==> config.mk <==
export PLATFORM = sky130hd
export DESIGN_NAME = uri_percent_decoder
export DESIGN_NICKNAME = d
export VERILOG_FILES = /design/src/hdl/upd_pkg.sv /design/src/hdl/upd_step.sv /design/src/hdl/upd_out.sv /design/src/hdl/uri_percent_decoder.sv
export SDC_FILE = /design/constraint.sdc
export NUM_CORES = 1
export LEC_CHECK = 0
export BUFFER_PORTS_ARGS = -buffer_cell sky130_fd_sc_hd__buf_2
export CORE_MARGIN = 2
export CORE_UTILIZATION = 40
export CTS_BUF_LIST = sky130_fd_sc_hd__clkbuf_2
export DETAILED_ROUTE_END_ITERATION = 8
export PLACE_DENSITY = 0.62
export SYNTH_ARGS = -nofsm -noshare
export SYNTH_HDL_FRONTEND = slang
export SYNTH_HIERARCHICAL = 1
export SYNTH_SLANG_ARGS = --single-unit
==> constraint.sdc <==
create_clock -name clk -period 14.45 [get_ports clk]
set_clock_uncertainty 0.05 [all_clocks]
set_input_delay 2.89 -clock clk [delete_from_list [all_inputs] [get_ports clk]]
set_output_delay 2.89 -clock clk [all_outputs]
set_load 0.1 [all_outputs]
==> src/hdl/upd_pkg.sv <==
package upd_pkg;

    // Result bundle of one input transaction
    localparam int MAX_RES = 4;
    localparam int CNT_W   = 3;
    localparam int IDX_W   = 2;
    localparam int BYTE_W  = 8;

    typedef struct packed {
        logic [MAX_RES-1:0][BYTE_W-1:0] bytes;
        logic [CNT_W-1:0]               count;
        logic                           done;
    } upd_res_t;

endpackage

==> src/hdl/upd_step.sv <==
module upd_step (
    input  logic               clk,
    input  logic               rst_n,
    input  logic               fire,
    input  logic [7:0]         char_in,
    input  logic               end_in,
    output upd_pkg::upd_res_t  res,
    output logic               idle
);
    import upd_pkg::*;

    localparam logic [7:0] CH_PCT   = 8'h25;
    localparam logic [7:0] CH_PLUS  = 8'h2B;
    localparam logic [7:0] CH_SPACE = 8'h20;

    // position of the next character inside a three-character chunk
    localparam logic [1:0] PH_LEAD  = 2'd0;
    localparam logic [1:0] PH_TRAIL = 2'd1;
    localparam logic [1:0] PH_SEP   = 2'd2;

    localparam logic [CNT_W-1:0] KIND_NONE   = CNT_W'(0);
    localparam logic [CNT_W-1:0] KIND_SINGLE = CNT_W'(1);

    typedef enum logic [1:0] {
        MODE_IDLE,
        MODE_PCT,
        MODE_FIRST,
        MODE_GROUP
    } mode_t;

    // {valid, nibble}
    function automatic logic [4:0] hex_of(logic [7:0] c);
        logic [4:0] h;
        h = 5'b0;
        if (c >= "0" && c <= "9")
            h = {1'b1, c[3:0]};
        else if ((c >= "a" && c <= "f") || (c >= "A" && c <= "F"))
            h = {1'b1, 4'(c[3:0] + 4'd9)};
        return h;
    endfunction

    function automatic logic [7:0] lower_of(logic [7:0] c);
        return (c >= "A" && c <= "Z") ? (c | 8'h20) : c;
    endfunction

    function automatic logic can_start(logic [7:0] c);
        logic [7:0] l;
        l = lower_of(c);
        return (c >= "0" && c <= "7") || (l >= "c" && l <= "f");
    endfunction

    // byte count of the group, KIND_NONE when rejected
    function automatic logic [CNT_W-1:0] group_kind(logic [7:0] a, logic [7:0] b);
        logic [7:0]       la;
        logic [7:0]       lb;
        logic [4:0]       hb;
        logic [CNT_W-1:0] k;
        la = lower_of(a);
        lb = lower_of(b);
        hb = hex_of(b);
        k  = KIND_NONE;
        if (a >= "0" && a <= "7" && hb[4])
            k = KIND_SINGLE;
        else if (la == "c" && ((b >= "2" && b <= "9") || (lb >= "a" && lb <= "f")))
            k = CNT_W'(2);
        else if (la == "d" && hb[4])
            k = CNT_W'(2);
        else if (la == "e" && hb[4])
            k = CNT_W'(3);
        else if (la == "f" && b >= "0" && b <= "4")
            k = CNT_W'(4);
        return k;
    endfunction

    // value of the leading hex digits of a pair
    function automatic logic [7:0] pair_val(logic [4:0] ha, logic [4:0] hb);
        logic [7:0] v;
        if (!ha[4])
            v = 8'h00;
        else if (!hb[4])
            v = {4'b0, ha[3:0]};
        else
            v = {ha[3:0], hb[3:0]};
        return v;
    endfunction

    function automatic upd_res_t put_byte(upd_res_t r, logic [7:0] v);
        upd_res_t o;
        o = r;
        if (r.count < CNT_W'(MAX_RES))
        begin
            o.bytes[r.count[IDX_W-1:0]] = v;
            o.count = r.count + CNT_W'(1);
        end
        return o;
    endfunction

    mode_t                           mode_reg, mode_next;
    logic [7:0]                      first_reg, first_next;
    logic [3:0]                      nib_reg, nib_next;
    logic                            nibv_reg, nibv_next;
    logic [MAX_RES-1:0][BYTE_W-1:0]  pairs_reg, pairs_next;
    logic [1:0]                      phase_reg, phase_next;
    logic [IDX_W-1:0]                pidx_reg, pidx_next;
    logic [CNT_W-1:0]                glen_reg, glen_next;

    upd_res_t          res_c;
    logic [4:0]        hx_c;
    logic [4:0]        hx_first;
    logic [CNT_W-1:0]  kind;
    logic [7:0]        pv;
    logic [7:0]        flush_val;
    logic              do_plain;

    // one transaction: feed the character, then close out at end of text
    always_comb
    begin
        mode_next  = mode_reg;
        first_next = first_reg;
        nib_next   = nib_reg;
        nibv_next  = nibv_reg;
        pairs_next = pairs_reg;
        phase_next = phase_reg;
        pidx_next  = pidx_reg;
        glen_next  = glen_reg;
        res_c      = '0;
        do_plain   = 1'b0;
        flush_val  = 8'h00;
        hx_c       = hex_of(char_in);
        hx_first   = hex_of(first_reg);
        kind       = group_kind(first_reg, char_in);
        pv         = pair_val({nibv_reg, nib_reg}, hx_c);

        unique case (mode_reg)
            MODE_IDLE:
            begin
                do_plain = 1'b1;
            end
            MODE_PCT:
            begin
                if (!can_start(char_in))
                begin
                    res_c     = put_byte(res_c, CH_PCT);
                    mode_next = MODE_IDLE;
                    do_plain  = 1'b1;
                end
                else
                begin
                    first_next = char_in;
                    mode_next  = MODE_FIRST;
                end
            end
            MODE_FIRST:
            begin
                if (kind == KIND_NONE)
                begin
                    res_c     = put_byte(res_c, CH_PCT);
                    res_c     = put_byte(res_c, first_reg);
                    mode_next = MODE_IDLE;
                    do_plain  = 1'b1;
                end
                else if (kind == KIND_SINGLE)
                begin
                    res_c     = put_byte(res_c, pair_val(hx_first, hx_c));
                    mode_next = MODE_IDLE;
                end
                else
                begin
                    pairs_next[0] = pair_val(hx_first, hx_c);
                    glen_next     = kind;
                    pidx_next     = '0;
                    phase_next    = PH_SEP;
                    mode_next     = MODE_GROUP;
                end
            end
            MODE_GROUP:
            begin
                unique case (phase_reg)
                    PH_LEAD:
                    begin
                        nib_next   = hx_c[3:0];
                        nibv_next  = hx_c[4];
                        phase_next = PH_TRAIL;
                    end
                    PH_TRAIL:
                    begin
                        pairs_next[pidx_reg] = pv;
                        if (CNT_W'(pidx_reg) + CNT_W'(1) == glen_reg)
                        begin
                            // last pair complete: emit the whole group
                            for (int p = 0; p < MAX_RES; p++)
                            begin
                                if (CNT_W'(p) < glen_reg)
                                    res_c = put_byte(res_c, pairs_next[p]);
                            end
                            mode_next = MODE_IDLE;
                            glen_next = '0;
                        end
                        else
                        begin
                            phase_next = PH_SEP;
                        end
                    end
                    PH_SEP:
                    begin
                        phase_next = PH_LEAD;
                        pidx_next  = pidx_reg + IDX_W'(1);
                    end
                    default:
                    begin
                        mode_next = MODE_IDLE;
                        glen_next = '0;
                    end
                endcase
            end
            default:
            begin
                mode_next = MODE_IDLE;
            end
        endcase

        // plain character, also after a rejected escape
        if (do_plain)
        begin
            if (char_in == CH_PCT)
            begin
                mode_next = MODE_PCT;
                glen_next = '0;
            end
            else
            begin
                res_c = put_byte(res_c, (char_in == CH_PLUS) ? CH_SPACE : char_in);
            end
        end

        // end of text: missing characters read as NUL
        if (end_in)
        begin
            unique case (mode_next)
                MODE_IDLE:
                begin
                end
                MODE_PCT:
                begin
                    res_c = put_byte(res_c, CH_PCT);
                end
                MODE_FIRST:
                begin
                    res_c = put_byte(res_c, CH_PCT);
                    res_c = put_byte(res_c, first_next);
                end
                MODE_GROUP:
                begin
                    for (int p = 0; p < MAX_RES; p++)
                    begin
                        if (CNT_W'(p) < glen_next)
                        begin
                            if (IDX_W'(p) < pidx_next ||
                                (IDX_W'(p) == pidx_next && phase_next == PH_SEP))
                                flush_val = pairs_next[p];
                            else if (IDX_W'(p) == pidx_next && phase_next == PH_TRAIL)
                                flush_val = nibv_next ? {4'b0, nib_next} : 8'h00;
                            else
                                flush_val = 8'h00;
                            res_c = put_byte(res_c, flush_val);
                        end
                    end
                end
                default:
                begin
                end
            endcase
            mode_next = MODE_IDLE;
            glen_next = '0;
        end

        res_c.done = end_in;
    end

    // decoder state, advanced once per transaction
    always_ff @(posedge clk or negedge rst_n)
    begin
        if (!rst_n)
        begin
            mode_reg  <= MODE_IDLE;
            phase_reg <= PH_LEAD;
            pidx_reg  <= '0;
            glen_reg  <= '0;
            first_reg <= '0;
            nib_reg   <= '0;
            nibv_reg  <= 1'b0;
            pairs_reg <= '0;
        end
        else if (fire)
        begin
            mode_reg  <= mode_next;
            phase_reg <= phase_next;
            pidx_reg  <= pidx_next;
            glen_reg  <= glen_next;
            first_reg <= first_next;
            nib_reg   <= nib_next;
            nibv_reg  <= nibv_next;
            pairs_reg <= pairs_next;
        end
    end

    assign res  = res_c;
    assign idle = (mode_reg == MODE_IDLE);

endmodule

==> src/hdl/upd_out.sv <==
module upd_out (
    input  logic               clk,
    input  logic               rst_n,
    input  logic               load,
    input  upd_pkg::upd_res_t  res,
    output logic               free,
    output logic               m_axis_tvalid,
    input  logic               m_axis_tready,
    output logic [7:0]         m_axis_tdata,   // decoded_byte
    output logic               m_axis_tuser,   // run_last
    output logic               m_axis_tlast    // text_done
);
    import upd_pkg::*;

    logic [MAX_RES-1:0][BYTE_W-1:0] bytes_reg, bytes_next;
    logic [CNT_W-1:0]               rem_reg, rem_next;
    logic                           done_reg, done_next;
    logic                           take;

    assign take = m_axis_tvalid && m_axis_tready;
    // bundle can be replaced when empty or its final byte leaves now
    assign free = (rem_reg == '0) || (rem_reg == CNT_W'(1) && m_axis_tready);

    // load a new bundle or shift out the head byte
    always_comb
    begin
        bytes_next = bytes_reg;
        rem_next   = rem_reg;
        done_next  = done_reg;
        if (load)
        begin
            bytes_next = res.bytes;
            rem_next   = res.count;
            done_next  = res.done;
        end
        else if (take)
        begin
            bytes_next = bytes_reg >> BYTE_W;
            rem_next   = rem_reg - CNT_W'(1);
        end
    end

    always_ff @(posedge clk or negedge rst_n)
    begin
        if (!rst_n)
        begin
            bytes_reg <= '0;
            rem_reg   <= '0;
            done_reg  <= 1'b0;
        end
        else
        begin
            bytes_reg <= bytes_next;
            rem_reg   <= rem_next;
            done_reg  <= done_next;
        end
    end

    assign m_axis_tvalid = (rem_reg != '0);
    assign m_axis_tdata  = bytes_reg[0];
    assign m_axis_tuser  = (rem_reg == CNT_W'(1));
    assign m_axis_tlast  = (rem_reg == CNT_W'(1)) && done_reg;

endmodule

==> src/hdl/uri_percent_decoder.sv <==
// An input transaction's first decoded byte passes the input register, then the
// output bundle register, before it leaves as an output transaction.
// Throughput: one input byte per cycle; an input producing more than one byte holds
// the output bundle register until its last byte leaves, so inputs stall behind
// multi-byte runs and while the receiver holds m_axis_tready low.
// Reset (rst_n low, asynchronous): decoder idle, input and output registers empty.
module uri_percent_decoder (
    input  logic       clk,
    input  logic       rst_n,
    input  logic       s_axis_tvalid,
    output logic       s_axis_tready,
    input  logic [7:0] s_axis_tdata,   // text_char
    input  logic       s_axis_tlast,   // text_end
    output logic       m_axis_tvalid,
    input  logic       m_axis_tready,
    output logic [7:0] m_axis_tdata,   // decoded_byte
    output logic       m_axis_tuser,   // run_last
    output logic       m_axis_tlast    // text_done
);
    import upd_pkg::*;

    logic       in_vld_reg, in_vld_next;
    logic [7:0] in_char_reg;
    logic       in_end_reg;
    logic       fire;
    logic       out_load;
    logic       out_free;
    logic       step_idle;
    upd_res_t   step_res;

    // held item advances when its results fit into the output stage
    assign fire          = in_vld_reg && ((step_res.count == '0) || out_free);
    assign out_load      = fire && (step_res.count != '0);
    assign s_axis_tready = !in_vld_reg || fire;

    // input register
    always_comb
    begin
        in_vld_next = in_vld_reg;
        if (s_axis_tvalid && s_axis_tready)
            in_vld_next = 1'b1;
        else if (fire)
            in_vld_next = 1'b0;
    end

    always_ff @(posedge clk or negedge rst_n)
    begin
        if (!rst_n)
        begin
            in_vld_reg  <= 1'b0;
            in_char_reg <= '0;
            in_end_reg  <= 1'b0;
        end
        else
        begin
            in_vld_reg <= in_vld_next;
            if (s_axis_tvalid && s_axis_tready)
            begin
                in_char_reg <= s_axis_tdata;
                in_end_reg  <= s_axis_tlast;
            end
        end
    end

    upd_step u_step (
        .clk     (clk),
        .rst_n   (rst_n),
        .fire    (fire),
        .char_in (in_char_reg),
        .end_in  (in_end_reg),
        .res     (step_res),
        .idle    (step_idle)
    );

    upd_out u_out (
        .clk           (clk),
        .rst_n         (rst_n),
        .load          (out_load),
        .res           (step_res),
        .free          (out_free),
        .m_axis_tvalid (m_axis_tvalid),
        .m_axis_tready (m_axis_tready),
        .m_axis_tdata  (m_axis_tdata),
        .m_axis_tuser  (m_axis_tuser),
        .m_axis_tlast  (m_axis_tlast)
    );

    // output bundle is never overwritten while bytes remain
    a_load_free: assert property (@(posedge clk) disable iff (!rst_n)
        out_load |-> out_free)
        else $error("output bundle overwritten");

    // end of text always yields a result
    a_end_result: assert property (@(posedge clk) disable iff (!rst_n)
        (fire && in_end_reg) |-> (step_res.count != '0))
        else $error("end of text without result");

    // decoder returns to idle after end of text
    a_end_idle: assert property (@(posedge clk) disable iff (!rst_n)
        (fire && in_end_reg) |=> step_idle)
        else $error("decoder not idle after end of text");

    // bundle count stays within its capacity
    a_count_max: assert property (@(posedge clk) disable iff (!rst_n)
        fire |-> (step_res.count <= CNT_W'(MAX_RES)))
        else $error("result count out of range");

endmodule

==> qor.txt <==
status - finished with violations
failing checks - DRC
Leakage - 4.375 nW
cell taking the most area after synthesis - dfrtp_1
critical path capture point type - output pin
via count - 11210
Final setup viols - 0
CP bufs+invs - 4
asr flop ratio synth - 100.0%
switch share - 58.59%
logic gate share of total power - 63.9%
placed insts - 1617
Int Pwr - 661.4 uW
Slowest cell on crit path - dfrtp_1
Cell Rows - 59
Post-synth top flop - dfrtp_1
Post-synth top cells - 151 x nand2_1, 109 x nor2_1, 105 x a21oi_1
Die Ht - 166.1 um
Final period util - 79.86%
Root Buffer - clkbuf_2
CTS buffer count - 9
Max Fclk - 86.66 MHz
Worst-Margin Slew - 1.297 ns
setup_tns - 0 ns
CTS tree - done
Post-Syn Area per Cell - 7.875 um^2
Total Routing Usage GR - 32.77%
core footprint - 25910 um^2
Seq pwr share - 26.9%
unrepaired setup endpoints after global routing - false
synthesized flop and latch total - 100
top-count cell post-synth - nand2_1
DIE AREA - 27590 um^2
ratio of cells with drive above 1 in the final layout - 12.25%
number of synthesized flops with an enable pin - 0
Reg clk slew, reported paths - 0.39 ns
Clock Power Share - 9.2%
Via-to-Cell Ratio - 6.858
register area share after synthesis - 23.80%
Max FO, Critical Path - 12
worst setup path class - flop to output pin
Pwr Total - 1.597 mW
Crit path top cell by count - ha_1
Max-Cap Viols - 0
initial antenna violation count - 1
DP Wirelength - 35500 um
initial core utilization - 40.57%
CP top delay family - compound AO/OA/AOI/OAI gates
CP max stage delay - 0.68 ns
instance count of the mapped netlist - 1335
final net count - 1346
top-area cell type share of the netlist area - 23.80%
largest net degree at the start of global routing - 73
Max-Slew Margin vs Limit - 13.16%
Placer Congestion - 1.088
CTS sink count - 100
initial DRC count - 1754
cts hold-fix bufs - 0
gr ovfl total - 0
Buffers on Ports - 24
Antenna Nets Post-Route - 0
Area contributors post-synth - dfrtp_1 24%, mux2i_1 6.1%, nand2_1 5.4%
Max Slew Vio Count - 0
Largest register FFs - 32
TritonRoute pass-1 iters - 9
synthesized area - 10510 um^2
Avg WL per Cell - 28.07 um
Filler cells - 2688
hold_ws - 0.5343 ns
CP Data Required Time - 11.51 ns
Worst Path Arrival - 8.60 ns
peak supply drop - 0.2359 mV
io pins - 25
yosys warns - 6
WL final - 45890 um
Worst-Skew Late Latency - 0.73 ns
min cycle time layout - 11.54 ns
Worst Hold Class - flop to flop
Layout area overhead - 3.118%
Net Count, Synth - 1388
Setup Buffers After CTS - 0
DRC Markers - 1
NetSw - 935.6 uW
chip width - 166.1 um
post-CTS sizing - 0
number of global-route vias before repair - 10390
Post-Layout Cell Count - 1635
maximum clock insertion buffer count - 2
pwr dens - 147.3 nW/um^2
first-pass GRT wire length - 68450 um
synth unique cells - 110
Max H-tree Level - 3
Hold Fails Final Rpt - 0
Startpoint Class - flop
cell type report:
cell class	instances	area, um^2	share of cell area [%]
Multi-Input combinational cell	1092	7355	67.84
Sequential cell	100	2502	23.08
Tap cell	335	419.2	3.867
Timing Repair Buffer	47	295.3	2.724
Inverter	43	161.4	1.489
Clock inverter	7	57.56	0.5309
Clock buffer	9	45.04	0.4155
Antenna cell	2	5.005	0.04617
cell usage in the layout, fill, tap and decap left out, types with 25 or more instances in the layout:
cell type,count
a221o_1,25
nor2_1,109
o21ai_0,83
ha_1,40
mux2i_1,64
dfrtp_1,100
nand2_1,151
a21oi_1,105
nand3_1,52
a31oi_1,26
mux2_2,26
inv_1,39
nand2b_1,25
path summary, 6_finish.rpt:
check / from / endpoint / slack (ns) / cells past startpoint
setup reg to reg: in_char_reg[1] / u_out/bytes_reg[11] / 5.17 / 33
hold / removal: u_step/pairs_reg[23] / u_step/pairs_reg[23] / 0.53 / 1
max in group asynchronous: rst_n / u_step/pairs_reg[25] / 11.05 / 2
setup / recovery: in_char_reg[1] / s_axis_tready / 2.91 / 28
hold reg to reg: u_step/pairs_reg[23] / u_step/pairs_reg[23] / 0.53 / 1
min in group asynchronous: rst_n / u_step/pairs_reg[26] / 2.04 / 1
layer usage:
metal  GRT usage, %  part of all wire [%]  vias to the layer above
li1               -                     -                     4886
met1          47.21                    43                     5400
met2          47.30                    41                      766
met3          5.791                    10                      161
met4          15.73                   5.5                        0
met5              0                     0                        -
cells by family after synthesis:
kind of cell,synth area share [%]
simple gates,23.13
compound gates,32.08
buf+inv,6.237
flops,23.80
mux,9.022
fa+ha+maj,4.761
xor+xnor,0.9759
per-stage QoR:
step / setup slack [ns] / instance area, um^2 / util (%)
after floorplan: 4.871 / 10510 / -
after global placement: 4.144 / 10730 / 41.42
after detailed placement: 3.907 / 10730 / 41.42
after CTS: 3.018 / 10840 / 41.82
after global routing: 2.408 / 10840 / 41.83
final: 2.910 / 10840 / 41.84
power groups by stage:
| stage | sequential [mW] | combinational (mW) | clock, mW |
|---|---|---|---|
| CTS | 0.427 | 0.995 | 0.151 |
| detailed placement | 0.431 | 0.992 | 0 |
| finish | 0.430 | 1.02 | 0.147 |
| floorplan | 0.365 | 0.824 | 0 |
| global route | 0.439 | 1.09 | 0.160 |
| global placement | 0.428 | 0.988 | 0 |
Note: power is estimated with default switching activity, not from simulation.
